`config.mk`:
```
export PLATFORM = sky130hd
export DESIGN_NAME = oaht_seq
export DESIGN_NICKNAME = d
export VERILOG_FILES = /design/src/sv/oaht_pkg.sv /design/src/sv/oaht_seq.sv
export SDC_FILE = /design/constraint.sdc
export NUM_CORES = 1
export LEC_CHECK = 0
export BUFFER_PORTS_ARGS = -buffer_cell sky130_fd_sc_hd__buf_2
export CORE_MARGIN = 10
export CORE_UTILIZATION = 30
export CTS_CLUSTER_DIAMETER = 40
export CTS_CLUSTER_SIZE = 28
export DETAILED_ROUTE_END_ITERATION = 7
export SYNTH_ARGS = -nofsm -noshare
export SYNTH_HDL_FRONTEND = slang
export SYNTH_SLANG_ARGS = --single-unit
```
`constraint.sdc`:
```
create_clock -name clk -period 17.55 [get_ports clk]
set_clock_uncertainty 0.1 [all_clocks]
set_input_delay 3.51 -clock clk [delete_from_list [all_inputs] [get_ports clk]]
set_output_delay 3.51 -clock clk [all_outputs]
set_load 0.05 [all_outputs]
```
`src/sv/oaht_pkg.sv`:
```
// Shared types and constants of the open-addressed hash table.
// No dependencies.
`timescale 1ns / 1ps
package oaht_pkg;
  localparam int MAX_SIZE_LOG2 = 10;
  localparam int KEY_BITS = 64;
  localparam int VALUE_BITS = 64;
  localparam int DEPTH = 1 << MAX_SIZE_LOG2;
  localparam int AW = MAX_SIZE_LOG2;
  localparam int CW = MAX_SIZE_LOG2 + 1;

  typedef logic [1:0] mark_t;
  localparam mark_t MARK_EMPTY = 2'd0;
  localparam mark_t MARK_TOMB  = 2'd1;
  localparam mark_t MARK_OCC   = 2'd2;

  typedef logic [2:0] kind_t;
  localparam kind_t K_GET = 3'd0;
  localparam kind_t K_INS_REP = 3'd1;
  localparam kind_t K_INS_KEEP = 3'd2;
  localparam kind_t K_REP_DATA = 3'd3;
  localparam kind_t K_REMOVE = 3'd4;
  localparam kind_t K_NEXT = 3'd5;

  typedef logic [2:0] status_t;
  localparam status_t ST_NEW = 3'd0;
  localparam status_t ST_FOUND = 3'd1;
  localparam status_t ST_MISS = 3'd2;
  localparam status_t ST_FULL = 3'd3;
  localparam status_t ST_END = 3'd4;

  // Store write request from the sequencer.
  typedef struct packed {
    logic              mark_we;
    mark_t             mark;
    logic              key_we;
    logic              val_we;
    logic [AW-1:0]     addr;
    logic [KEY_BITS-1:0]   key;
    logic [31:0]       hash;
    logic [VALUE_BITS-1:0] value;
  } wr_req_t;
endpackage

```
`src/sv/oaht_seq.sv`:
```
// Probe sequencer: one slot read and compare per step, then the update.
// Depends on oaht_pkg.
`timescale 1ns / 1ps
module oaht_seq (
  input  logic                            clk,
  input  logic                            rst_n,
  input  logic                            start,
  output logic                            busy,
  input  logic [3:0]                      size_log2,
  input  oaht_pkg::kind_t                 in_kind,
  input  logic [63:0]                     in_key,
  input  logic [31:0]                     in_hash_value,
  input  logic [63:0]                     in_value,
  input  logic [10:0]                     in_start_slot,
  output logic [oaht_pkg::AW-1:0]         rd_addr,
  input  oaht_pkg::mark_t                 rd_mark,
  input  logic [oaht_pkg::KEY_BITS-1:0]   rd_key,
  input  logic [31:0]                     rd_hash,
  input  logic [oaht_pkg::VALUE_BITS-1:0] rd_value,
  output oaht_pkg::wr_req_t               wr,
  output logic                            out_strobe,
  output oaht_pkg::status_t               out_status,
  output logic [63:0]                     out_key,
  output logic [63:0]                     out_value,
  output logic [31:0]                     out_hash,
  output logic [9:0]                      out_slot_index,
  output logic [10:0]                     out_used_count,
  output logic [10:0]                     out_fill_count
);
  import oaht_pkg::*;

  typedef enum logic [2:0] {S_CLEAR, S_IDLE, S_READ, S_CHECK, S_DONE} state_t;

  state_t state_r;
  kind_t kind_r;
  logic [KEY_BITS-1:0] key_r;
  logic [31:0] hash_r;
  logic [VALUE_BITS-1:0] val_r;
  logic [AW-1:0] idx_r, mask_r, tomb_r, slot_r, clr_r;
  logic [CW-1:0] cnt_r, used_r, fill_r;
  logic have_tomb_r;
  logic [1:0] res_r; // 0 found, 1 empty, 2 tomb, 3 full
  logic [KEY_BITS-1:0] fkey_r;
  logic [31:0] fhash_r;
  logic [VALUE_BITS-1:0] fval_r;
  logic [3:0] lg;
  logic [AW-1:0] mask_nxt, step_idx;
  logic [AW+2:0] five_i;

  localparam logic [1:0] R_FOUND = 2'd0;
  localparam logic [1:0] R_EMPTY = 2'd1;
  localparam logic [1:0] R_TOMB  = 2'd2;
  localparam logic [1:0] R_FULL  = 2'd3;

  always_comb begin
    lg = size_log2;
    if (lg < 4'd3) lg = 4'd3;
    if (lg > 4'(MAX_SIZE_LOG2)) lg = 4'(MAX_SIZE_LOG2);
    mask_nxt = AW'((CW'(1) << lg) - CW'(1));
    five_i = ({idx_r, 2'b00} + {2'b00, idx_r}) + (AW+3)'(1);
    step_idx = five_i[AW-1:0] & mask_r;
  end

  assign busy = (state_r != S_IDLE);
  assign rd_addr = idx_r;

  always_ff @(posedge clk) begin
    if (!rst_n) begin
      state_r <= S_CLEAR;
      clr_r <= '0;
      used_r <= '0;
      fill_r <= '0;
      out_strobe <= 1'b0;
      wr <= '0;
    end else begin
      out_strobe <= 1'b0;
      wr <= '0;
      case (state_r)
        S_CLEAR: begin
          // Sweep every slot mark to empty, one slot per cycle.
          wr.mark_we <= 1'b1;
          wr.mark <= MARK_EMPTY;
          wr.addr <= clr_r;
          clr_r <= clr_r + AW'(1);
          if (clr_r == {AW{1'b1}}) state_r <= S_IDLE;
        end
        S_IDLE: begin
          if (start) begin
            kind_r <= in_kind;
            key_r <= in_key[KEY_BITS-1:0];
            hash_r <= in_hash_value;
            val_r <= in_value[VALUE_BITS-1:0];
            mask_r <= mask_nxt;
            cnt_r <= '0;
            have_tomb_r <= 1'b0;
            tomb_r <= '0;
            slot_r <= '0;
            res_r <= R_FULL;
            if (in_kind == K_NEXT) begin
              // Start past the size in use: nothing to scan.
              if ({1'b0, in_start_slot} > {1'b0, CW'({1'b0, mask_nxt})}) begin
                res_r <= R_EMPTY;
                state_r <= S_DONE;
              end else begin
                idx_r <= in_start_slot[AW-1:0];
                state_r <= S_READ;
              end
            end else if (in_kind > K_NEXT) begin
              res_r <= R_EMPTY;
              state_r <= S_DONE;
            end else begin
              idx_r <= in_hash_value[AW-1:0] & mask_nxt;
              state_r <= S_READ;
            end
          end
        end
        S_READ: state_r <= S_CHECK;
        S_CHECK: begin
          if (kind_r == K_NEXT) begin
            if (rd_mark == MARK_OCC) begin
              res_r <= R_FOUND;
              slot_r <= idx_r;
              fkey_r <= rd_key; fhash_r <= rd_hash; fval_r <= rd_value;
              state_r <= S_DONE;
            end else if (idx_r == mask_r) begin
              res_r <= R_EMPTY;
              state_r <= S_DONE;
            end else begin
              idx_r <= idx_r + AW'(1);
              state_r <= S_READ;
            end
          end else if (rd_mark == MARK_EMPTY) begin
            res_r <= R_EMPTY; slot_r <= idx_r; state_r <= S_DONE;
          end else if (rd_mark == MARK_OCC && rd_key == key_r) begin
            res_r <= R_FOUND; slot_r <= idx_r;
            fkey_r <= rd_key; fhash_r <= rd_hash; fval_r <= rd_value;
            state_r <= S_DONE;
          end else begin
            if (rd_mark == MARK_TOMB) begin
              have_tomb_r <= 1'b1; tomb_r <= idx_r;
            end
            if (cnt_r[AW-1:0] == mask_r) begin
              if (rd_mark == MARK_TOMB || have_tomb_r) begin
                res_r <= R_TOMB;
                slot_r <= (rd_mark == MARK_TOMB) ? idx_r : tomb_r;
              end else begin
                res_r <= R_FULL; slot_r <= '0;
              end
              state_r <= S_DONE;
            end else begin
              cnt_r <= cnt_r + CW'(1);
              idx_r <= step_idx;
              state_r <= S_READ;
            end
          end
        end
        S_DONE: begin
          state_r <= S_IDLE;
          out_strobe <= 1'b1;
          out_key <= '0; out_value <= '0; out_hash <= hash_r;
          out_slot_index <= 10'(slot_r);
          out_status <= ST_MISS;
          out_used_count <= used_r;
          out_fill_count <= fill_r;
          wr.addr <= slot_r;
          wr.key <= key_r; wr.hash <= hash_r; wr.value <= val_r;
          if (res_r == R_FOUND) begin
            out_status <= ST_FOUND;
            out_key <= 64'(fkey_r); out_value <= 64'(fval_r); out_hash <= fhash_r;
          end
          if (kind_r == K_NEXT) begin
            if (res_r != R_FOUND) begin
              out_status <= ST_END; out_slot_index <= '0;
            end
          end else if (kind_r == K_INS_REP || kind_r == K_INS_KEEP) begin
            if (res_r == R_FOUND) begin
              if (kind_r == K_INS_REP) begin
                wr.key_we <= 1'b1; wr.val_we <= 1'b1;
              end
            end else if (res_r == R_FULL) begin
              out_status <= ST_FULL;
            end else begin
              out_status <= ST_NEW;
              wr.mark_we <= 1'b1; wr.mark <= MARK_OCC;
              wr.key_we <= 1'b1; wr.val_we <= 1'b1;
              used_r <= used_r + CW'(1);
              out_used_count <= used_r + CW'(1);
              if (res_r == R_EMPTY) begin
                fill_r <= fill_r + CW'(1);
                out_fill_count <= fill_r + CW'(1);
              end
            end
          end else if (kind_r == K_REP_DATA) begin
            if (res_r == R_FOUND) wr.val_we <= 1'b1;
          end else if (kind_r == K_REMOVE) begin
            if (res_r == R_FOUND) begin
              wr.mark_we <= 1'b1; wr.mark <= MARK_TOMB;
              used_r <= used_r - CW'(1);
              out_used_count <= used_r - CW'(1);
            end
          end
        end
        default: state_r <= S_IDLE;
      endcase
    end
  end
endmodule

```
==> After elaboration in Yosys (flattened, before gate mapping) <==
Index checks and enable logic that the tools add are counted.
{ "totals": {"ramBits": 0, "memories": 0, "reg_bits": 783, "in_bits": 343, "romBits": 0, "latch_bits": 0, "output_inout_bits": 382} }
{ "op_classes": {"n_reduce_logical": 21, "shifts": 1, "muxes": 111, "magnitude_cmp": 4, "bitwise": 5, "n_mul": 0, "div": 0, "n_eq_ne": 38, "add_sub_neg": 9} }
{ "ops": {"columns": ["operator", "count"], "rows": [
  ["64-bit two-way mux", 8],
  ["10-bit two-way mux", 23],
  ["11-bit two-way mux", 17],
  ["32-bit two-way mux", 5],
  ["10-bit one-hot mux with 2 select lines", 4],
  ["64-bit equality test", 1],
  ["3-bit two-way mux", 20],
  ["11-bit by 1-bit adder with 11-bit output (second input constant)", 3],
  ["10-bit by 1-bit adder with 10-bit output (second input constant)", 3],
  ["2-bit two-way mux", 14],
  ["3-bit inequality test (second input constant)", 8],
  ["11-bit one-hot mux with 2 select lines", 1],
  ["10-bit AND", 2],
  ["10-bit equality test", 2],
  ["2-bit inequality test (second input constant)", 8],
  ["5-bit AND reduction", 3],
  ["7-bit AND reduction", 2],
  ["3-bit by 2-bit equality test with 1-bit output (second input constant)", 4],
  ["3-bit equality test (second input constant)", 4],
  ["3-bit one-hot mux with 4 select lines", 1],
  ["11-bit by 10-bit greater-than comparator with 1-bit output", 1],
  ["1-bit two-way mux", 11],
  ["11-bit by 1-bit subtractor with 11-bit output (second input constant)", 1],
  ["10-bit adder", 1],
  ["other kinds (30)", 42]
]} }

==> Logic depth before layout (Yosys ltp) <==
Gate-level depths: netlist of the first run.
{ "logic_depth": {"word_depth": 11, "ltp_mapped": 11, "mapped_depth_nobuf": 10} }

==> Least setup slack after synthesis of the first run <==
No wires, ideal clock.
{ "synth_path": {"kind": "input to register", "from": "input rd_key[9] (netlist name)", "to": "register fhash_r[0] (enable)", "path_stages": 6, "setup_slack_ns": 5.298, "setup_time_ns": 0.681, "t_arrival_ns": 11.471, "cell_sequence": "nor2b_1 a2111o_1 or3_1 nor4_4 a21oi_2 nor2_1"} }
{ "synth_between": {"elab_chain_cells": 4} }
{ "synth_rtl": {"columns": ["item", "line", "source"], "rows": [
  ["from (decl)", "oaht_seq.sv:17", "input logic [oaht_pkg::KEY_BITS-1:0] rd_key,"],
  ["64-bit equality test", "oaht_seq.sv:134", "end else if (rd_mark == MARK_OCC && rd_key == key_r) begin"],
  ["1-bit logical AND", "oaht_seq.sv:134", null],
  ["2-bit nonzero test (no line)", null, null],
  ["5-bit AND reduction (no line)", null, null],
  ["to (signal assigned)", "oaht_seq.sv:123", "fkey_r <= rd_key; fhash_r <= rd_hash; fval_r <= rd_value;"],
  ["to (signal assigned)", "oaht_seq.sv:136", "fkey_r <= rd_key; fhash_r <= rd_hash; fval_r <= rd_value;"],
  ["to (decl)", "oaht_seq.sv:44", "logic [31:0] fhash_r;"]
]} }
Every way passes these cells.
A chain may end at the register's enable or synchronous reset.

==> Worst setup path in the final report of the first run <==
{ "layout_path": {"from": "input rst_n", "to": "register out_key[35] (enable)"} }
{ "layout_between": {"elab_chain_cells": 1} }
{ "layout_rtl": {"columns": ["item", "line", "source"], "rows": [
  ["from (decl)", "oaht_seq.sv:6", "input logic rst_n,"],
  ["2-bit AND reduction (no line)", null, null],
  ["to (signal assigned)", "oaht_seq.sv:169", "out_key <= 64'(fkey_r); out_value <= 64'(fval_r); out_hash <= fhash_r;"],
  ["to (decl)", "oaht_seq.sv:23", "output logic [63:0] out_key,"]
]} }
Every way passes these cells.

==> flow_metrics.py, run 1 <==
metrics = {
    "power_and_ir_drop": {
        "p_comb_share_pct": 1.8,
        "seq_power_share_pct": 44.9,
        "p_per_area_mw_per_mm2": 118,
        "intPower_mw": 3.45,
        "total_power_mw": 4.39,
        "pwr-share-clk_pct": 53.3,
        "p_sw_mw": 0.944,
        "leakagePower_nw": 14.7,
        "switching_share_pct": 21.5,
        "irDropWorstVdd_v": 0.0000858,
    },
    "clocking": {
        "htree_levels": 3,
        "clock_latency_ps": 700,
        "post_cts_buffers": 0,
        "cts_root_buffer": "clkbuf_16",
        "cts_tree": "yes",
        "clock_sinks": 782,
        "cts_made_buffers": 111,
        "clkTransAtPathRegs_ps": 60,
        "cts_hold_buf": 0,
        "cts_max_path_buffers": 3,
        "cts_resized": 0,
    },
    "floorplan": {
        "die_area_mm2": 0.106,
        "io_pins": 725,
        "core_mm2": 0.0932,
        "start_util_pct": 30.2,
        "die_h_um": 326,
        "die_w_um": 326,
        "row_count": 112,
    },
    "finish": {
        "postLayoutCoreUtil_pct": 39.9,
        "final_cell_mix": "buf_2 (724), edfxtp_1 (571), and2_1 (313)",
        "num-nets-final": 2990,
        "finish.instance_area_mm2": 0.0372,
        "syn_to_final_growth_pct": 32.3,
        "drive_gt1_share_pct": 36.1,
        "fin_cells": 3984,
        "final_common_cell": "buf_2",
        "fillers": 8761,
    },
    "placed_design": {
        "gp_congestion": 0.859,
        "pre_cts_ws_ps": 9880,
        "place_inst": 3759,
        "io_buffers": 724,
        "placed_cell_area_mm2": 0.0332,
        "dp_hpwl_mm": 65.3,
    },
    "timing": {
        "fin_crit_sh_pct": 39.0,
        "setup_violations": 0,
        "drv_slew": 0,
        "tns_ps": 0,
        "relSlewSlack_pct": 24.4,
        "finalWorstSetupSlack_ps": 10700,
        "finalCriticalPeriod_ps": 6850,
        "holdWs_ps": 337,
        "hold_viol": 0,
        "worst_pin_slew_ps": 1130,
        "max_freq_mhz": 146,
        "rsz0062_at_grt": "no",
    },
    "yosys": {
        "synth_ff_type": "edfxtp_1",
        "ys_types": 61,
        "ys_async_sr_fraction_pct": 0,
        "synth_enable_flop_cells": 571,
        "syn_area_mm2": 0.0281,
        "syn_avg_cell_area_um2": 15.3,
        "ys_ff_latch": 782,
        "ys_warn_count": 0,
        "synth_cells": 1840,
        "ys_seq_area_share_pct": 76.0,
    },
    "hold_path": {
        "min-delay-path-class": "reg -> reg",
    },
    "setup_path": {
        "crit_path_max_fanout": 130,
        "crit_type": "in -> reg",
        "start_kind": "primary input",
        "endpoint_kind": "register",
        "critPathArrivalTime_ps": 7040,
        "critical_path_required_ps": 17740,
    },
    "global_routing": {
        "antenna_found_initial": 25,
        "grt_max_degree": 131,
        "grt_first_pass_wirelength_mm": 124,
        "overflow": 0,
        "track_usage_pct": 15.8,
        "grt_pass1_vias": 17776,
    },
    "drt": {
        "drc": 0,
        "via_count": 17568,
        "drtAntennaViolNets": 0,
        "wl_per_cell_um": 21.9,
        "dr.pass1.iters": 5,
        "drt_iter0_drc": 1046,
        "vias_per_cell": 4.41,
        "finalWirelength_mm": 87.4,
    },
    "run_status": {
        "run_status": "finished clean",
    },
    "run": {
        "max-cap-violations": 0,
    },
}
## cell type report
type / instances / area (um2) / share of cell area [%]
antenna: 13 / 32.5 / 0.0875
clock buffer: 130 / 2920 / 7.86
sequential: 782 / 21400 / 57.5
tap: 1254 / 1570 / 4.22
clock inverter: 82 / 1060 / 2.85
timing repair buffer: 739 / 3740 / 10.1
inverter: 31 / 124 / 0.333
multi-input combinational: 953 / 6360 / 17.1
## Yosys cell counts (7+ instances only)
cell	number	share of area (%)
mux2_2	34	1.4
dfxtp_1	211	15
nor2b_1	18	0.40
a211oi_1	8	0.21
nor3_1	13	0.23
nor2_1	54	0.72
xnor2_1	57	1.8
inv_1	29	0.39
nand3_1	32	0.57
a21boi_0	7	0.19
nand2_1	84	1.1
nand2b_1	7	0.16
ha_1	29	1.3
nor4_1	17	0.38
o21ai_0	31	0.55
and2_1	313	7.0
or3_1	10	0.22
a31oi_1	13	0.29
and3_1	12	0.27
xor2_1	84	2.6
a22o_1	9	0.28
edfxtp_1	571	61
nand4_1	22	0.49
a21oi_1	40	0.71
clkbuf_1	69	0.92
## critical path, stage by stage
cell and delay [ps]:
buf_2 510, nand2_1 470, inv_8 680, buf_4 780
buf_4 850
## sequential cells by signal (all words and copies together) (netlist names), 11 cells and up
| name | count |
|---|---|
| wr | 175 |
| fkey_r | 64 |
| fval_r | 64 |
| key_r | 64 |
| out_key | 64 |
| out_value | 64 |
| val_r | 64 |
| fhash_r | 32 |
| hash_r | 32 |
| out_hash | 32 |
| fill_r | 11 |
| out_fill_count | 11 |
| out_used_count | 11 |
| used_r | 11 |
## routing by layer
layer | share of wire [%] | track usage [%]
met5 | 0.14 | 0
met4 | 2.7 | 6.21
met3 | 11 | 6.68
met2 | 48 | 25.9
met1 | 38 | 18.2
## path summary, 6_finish.rpt
path,startpoint,end,slack [ps],cells after the start
hold / removal,val_r[47]$_DFFE_PP_,wr[47]$_SDFF_PN0_,340,1
hold reg to reg,val_r[47]$_DFFE_PP_,wr[47]$_SDFF_PN0_,340,1
setup reg to reg,state_r[1]$_SDFFE_PN0P_,out_key[35]$_SDFFCE_PN0P_,12820,6
setup / recovery,rst_n,out_key[35]$_SDFFCE_PN0P_,10700,5
## power by group through the flow
stage / Clock, mW / Sequential (mW) / Combinational [mW]
3_5_place_dp: 0 / 2.01 / 0.0773
6_report: 2.34 / 1.97 / 0.0776
3_3_place_gp: 0 / 2.01 / 0.0752
4_1_cts: 2.40 / 1.97 / 0.0779
5_1_grt: 2.48 / 1.97 / 0.0858
2_1_floorplan: 0 / 2.01 / 0.0216
## cells by family after synthesis
group	count (synthesis)	synth area share, %
compound gates	141	3.22
xor+xnor	141	4.39
fa+ha+maj	29	1.29
buf+inv	108	1.46
flops	782	76.0
mux	36	1.43
other cells	1	0.0133
simple gates	602	12.1
No activity file was read; power rests on OpenSTA's default activity.
==> run 2, diff against run 1 <==
==> constraint.sdc (replaced) <==
create_clock -name clk -period 6.1 [get_ports clk]
set_clock_uncertainty 0.1 [all_clocks]
set_input_delay 1.22 -clock clk [delete_from_list [all_inputs] [get_ports clk]]
set_output_delay 1.22 -clock clk [all_outputs]
set_load 0.05 [all_outputs]
==> run 2 against run 1 <==
Compared with the run above:
- register-to-register slack worse by 11000 ps
- sequential power rose to 2.9 times the previous value
- utilization down 0.12 points
- die area unchanged
- critical path type unchanged
- via count down 0.18%
- count of clock-buffer cells in the layout down 14
==> flow_metrics.py, run 2 (same netlist as run 1, synthesis figures left out) <==
metrics = {
    "timing": {
        "fin_crit_sh_pct": 77.3,
        "finalWorstSetupSlack_ps": 1380,
        "tns_ps": 0,
        "drv_slew": 0,
        "rsz0062_at_grt": "no",
        "holdWs_ps": 330,
        "hold_viol": 0,
        "relSlewSlack_pct": 18.8,
        "max_freq_mhz": 212,
        "worst_pin_slew_ps": 1210,
        "finalCriticalPeriod_ps": 4720,
        "setup_violations": 0,
    },
    "finish": {
        "regMostFlops": "wr",
        "drive_gt1_share_pct": 36.2,
        "largest_register_ffs": 175,
        "finish.instance_area_mm2": 0.0371,
        "final_cell_mix": "buf_2 (724), edfxtp_1 (571), and2_1 (313)",
        "num-nets-final": 2991,
        "final_common_cell": "buf_2",
        "fillers": 8718,
        "syn_to_final_growth_pct": 31.9,
    },
    "run": {
        "max-cap-violations": 0,
    },
    "drt": {
        "drt_iter0_drc": 1149,
        "dr.pass1.iters": 5,
        "vias_per_cell": 4.41,
        "wl_per_cell_um": 21.9,
        "via_count": 17536,
        "finalWirelength_mm": 87.3,
        "drtAntennaViolNets": 0,
        "drc": 0,
    },
    "setup_path": {
        "slowest_stage": "nor4_1",
        "crit_type": "in -> reg",
        "endpoint_kind": "register",
        "crit_path_max_fanout": 21,
        "start_kind": "primary input",
        "slowest_delay_ps": 1020,
        "critical_path_required_ps": 6340,
        "critPathArrivalTime_ps": 4960,
        "worstPathCellList": "buf_2 -> xor2_1 -> nor4_1 -> nand4_1 -> nor3_1 -> a21oi_2 -> nor2_4 -> buf_4",
    },
    "power_and_ir_drop": {
        "total_power_mw": 12.2,
        "p_per_area_mw_per_mm2": 330,
        "leakagePower_nw": 14.7,
        "irDropWorstVdd_v": 0.000259,
    },
    "floorplan": {
        "row_count": 112,
        "die_w_um": 326,
        "core_mm2": 0.0932,
        "io_pins": 725,
        "start_util_pct": 30.2,
        "die_area_mm2": 0.106,
        "die_h_um": 326,
    },
    "placed_design": {
        "pre_cts_ws_ps": 579,
        "io_buffers": 724,
        "gp_congestion": 0.883,
        "dp_hpwl_mm": 65.4,
        "placed_cell_area_mm2": 0.0333,
    },
    "clocking": {
        "cts_tree": "yes",
        "cts_made_buffers": 107,
        "htree_levels": 3,
        "clock_sinks": 782,
        "cts_max_path_buffers": 3,
        "post_cts_buffers": 0,
        "cts_resized": 0,
        "cts_root_buffer": "clkbuf_16",
        "cts_hold_buf": 0,
        "clkTransAtPathRegs_ps": 70,
        "clock_latency_ps": 680,
    },
    "global_routing": {
        "grt_pass1_vias": 17900,
        "track_usage_pct": 15.7,
        "grt_first_pass_wirelength_mm": 124,
        "antenna_found_initial": 18,
        "overflow": 0,
        "grt_max_degree": 135,
    },
    "run_status": {
        "run_status": "finished clean",
    },
    "hold_path": {
        "min-delay-path-class": "reg -> reg",
    },
}
## run 2: changes by cell type in the layout (fill, tap and decap cells not counted), moves of 5 or more
| cell | before | now |
|---|---|---|
| clkbuf_16 | 112 | 107 |
| clkbuf_1 | 13 | 6 |
| clkinv_8 | 2 | 10 |
| buf_12 | 0 | 7 |
## run 2: through the flow
stage,util (%),cells
6_report,39.8,3980
5_1_grt,39.7,3970
4_1_cts,39.7,3966
3_5_place_dp,35.7,3764
3_3_place_gp,35.7,3764
2_1_floorplan,-,1843
## run 2: layout make-up
type | count | area (um2) | share of cell area (%)
well taps | 1254 | 1570 | 4.23
flip-flops and latches | 782 | 21400 | 57.7
clock buffers | 116 | 2740 | 7.40
diodes | 14 | 35.0 | 0.0945
inverters | 31 | 124 | 0.334
multi-input cells | 953 | 6360 | 17.2
clock inverters | 86 | 1000 | 2.70
repair buffers | 744 | 3860 | 10.4
## run 2: critical path, delay by kind of cell
family	cells	cell delay (ps)
buffers and inverters	2	580
AND/OR/NAND/NOR	4	2690
XOR/XNOR	1	140
AO/OA/AOI/OAI	1	290
## run 2: final timing paths
kind                                     startpoint  cells past startpoint                   end  slack, ps
worst max-delay path                     rd_key[50]                      8  fkey_r[17]$_DFFE_PP_       1380
worst min-delay path            val_r[49]$_DFFE_PP_                      1     wr[49]$_SDFF_PN0_        330
worst max register to register  key_r[12]$_DFFE_PP_                      7  fkey_r[17]$_DFFE_PP_       1540
worst min register to register  val_r[49]$_DFFE_PP_                      1     wr[49]$_SDFF_PN0_        330
## run 2: per-layer routing
| metal | share of wire (%) | vias up | global-route usage [%] |
|---|---|---|---|
| met2 | 49 | 732 | 26.3 |
| met3 | 10 | 138 | 6.63 |
| met4 | 2.2 | 14 | 4.30 |
| li1 | - | 8154 | - |
| met5 | 0.097 | - | 0 |
| met1 | 39 | 8498 | 18.4 |
## run 2: power breakdown
part / switching, mW / leakage [nW] / internal [mW] / total [mW]
Sequential: 0.00335 / 6.87 / 5.67 / 5.68
Clock: 2.56 / 1.81 / 3.79 / 6.35
Combinational: 0.111 / 5.99 / 0.111 / 0.222
==> run 3, diff against run 2 <==
==> constraint.sdc (replaced) <==
create_clock -name clk -period 4.78 [get_ports clk]
set_clock_uncertainty 0.1 [all_clocks]
set_input_delay 0.956 -clock clk [delete_from_list [all_inputs] [get_ports clk]]
set_output_delay 0.956 -clock clk [all_outputs]
set_load 0.05 [all_outputs]
==> run 3 against run 2 <==
Compared with the run above:
- routed wire length increased by 0.81%
- global-route usage grew 0.23 points
- first-iteration DRC count shrank 6.8%
- clock power up 29%
- via count shrank 0.34%
- total power up 29%
- count of clock-buffer cells in the layout increased by 9
- hold slack gained 7.3 ps
- register-to-register slack worse by 310 ps
- sequential power is 27% higher
- setup slack lost 160 ps
==> flow_metrics.py, run 3 (same netlist as run 1, synthesis figures left out) <==
metrics = {
    "placed_design": {
        "gp_congestion": 0.843,
        "io_buffers": 724,
        "dp_hpwl_mm": 66.9,
        "place_inst": 3781,
    },
    "power_and_ir_drop": {
        "total_power_mw": 15.8,
        "leakagePower_nw": 14.8,
        "irDropWorstVdd_v": 0.000307,
        "p_per_area_mw_per_mm2": 423,
    },
    "global_routing": {
        "overflow": 0,
        "grt_max_degree": 119,
        "track_usage_pct": 16.0,
        "antenna_found_initial": 29,
        "grt_pass1_vias": 18020,
        "grt_first_pass_wirelength_mm": 125,
    },
    "clocking": {
        "clock_sinks": 782,
        "cts_max_path_buffers": 3,
        "clkTransAtPathRegs_ps": 60,
        "htree_levels": 3,
        "cts_tree": "yes",
        "clock_latency_ps": 670,
        "cts_root_buffer": "clkbuf_16",
        "cts_hold_buf": 0,
        "cts_made_buffers": 105,
        "post_cts_buffers": 0,
        "cts_resized": 0,
    },
    "timing": {
        "max_freq_mhz": 282,
        "rsz0062_at_grt": "no",
        "finalCriticalPeriod_ps": 3550,
        "holdWs_ps": 337,
        "worst_pin_slew_ps": 947,
        "fin_crit_sh_pct": 74.3,
        "tns_ps": 0,
        "relSlewSlack_pct": 36.3,
        "setup_violations": 0,
        "hold_viol": 0,
        "drv_slew": 0,
    },
    "drt": {
        "wl_per_cell_um": 22.0,
        "drtAntennaViolNets": 0,
        "dr.pass1.iters": 7,
        "drt_iter0_drc": 1071,
        "drc": 0,
        "vias_per_cell": 4.37,
        "via_count": 17477,
        "finalWirelength_mm": 88.0,
    },
    "finish": {
        "postLayoutCoreUtil_pct": 40.0,
        "largest_register_ffs": 175,
        "final_cell_mix": "buf_2 (724), edfxtp_1 (571), and2_1 (313)",
        "drive_gt1_share_pct": 36.6,
        "num-nets-final": 3006,
        "final_common_cell": "buf_2",
        "syn_to_final_growth_pct": 32.7,
        "regMostFlops": "wr",
        "fin_cells": 3996,
    },
    "setup_path": {
        "start_kind": "register",
        "critPathArrivalTime_ps": 3730,
        "critical_path_required_ps": 4960,
        "crit_path_max_fanout": 10,
        "slowest_delay_ps": 740,
        "endpoint_kind": "register",
        "worstPathCellList": "a21oi_1 -> nand4_1 -> nor4_4 -> a21oi_4 -> o21ai_0 -> o21a_1 -> nor2_1",
        "critPathTopFamily": "simple AND/OR/NAND/NOR gates",
        "slowest_stage": "edfxtp_1",
        "path_buf_inv": 0,
        "crit_type": "reg -> reg",
    },
    "floorplan": {
        "die_w_um": 326,
        "start_util_pct": 30.2,
        "die_area_mm2": 0.106,
        "row_count": 112,
        "core_mm2": 0.0932,
        "die_h_um": 326,
        "io_pins": 725,
    },
    "hold_path": {
        "min-delay-path-class": "reg -> reg",
    },
    "run": {
        "max-cap-violations": 0,
    },
    "run_status": {
        "run_status": "finished clean",
    },
}
[run 3: layout make-up]
cell class / instances / area, um2
Tap cell: 1254 / 1570
Clock buffer: 125 / 2880
Timing Repair Buffer: 761 / 4030
Fill cell: 8722 / 55900
Antenna cell: 15 / 37.5
Inverter: 31 / 124
Sequential cell: 782 / 21400
Multi-Input combinational cell: 953 / 6370
Clock inverter: 75 / 906
[run 3: path summary, 6_finish.rpt]
kind	startpoint	end	slack [ps]	depth (start not counted)
worst max-delay path	key_r[10]$_DFFE_PP_	cnt_r[1]$_SDFFCE_PN0P_	1230	7
worst min-delay path	val_r[46]$_DFFE_PP_	wr[46]$_SDFF_PN0_	340	1
worst max register to register	key_r[10]$_DFFE_PP_	cnt_r[1]$_SDFFCE_PN0P_	1230	7
worst min register to register	val_r[46]$_DFFE_PP_	wr[46]$_SDFF_PN0_	340	1
[run 3: per-stage QoR]
stage / cell area (um2) / setup WS, ps
global placement: 33500 / 543
CTS: 37200 / 1220
global route: 37300 / 1130
detailed placement: 33500 / 515
finish: 37300 / 1230
floorplan: 28100 / -253
[run 3: where the power goes]
group / total [mW] / internal, mW / leakage [nW] / switching (mW)
clock: 8.22 / 5.07 / 1.86 / 3.16
sequential: 7.24 / 7.24 / 6.87 / 0.00415
combinational: 0.288 / 0.143 / 6.08 / 0.144
total: 15.8 / 12.4 / 14.8 / 3.30
[run 3: per-layer routing]
layer | global-route usage (%) | share of wire, %
met1 | 18.6 | 39
met2 | 26.0 | 48
met3 | 6.85 | 9.9
met4 | 5.65 | 3.0
met5 | 0 | 0.11
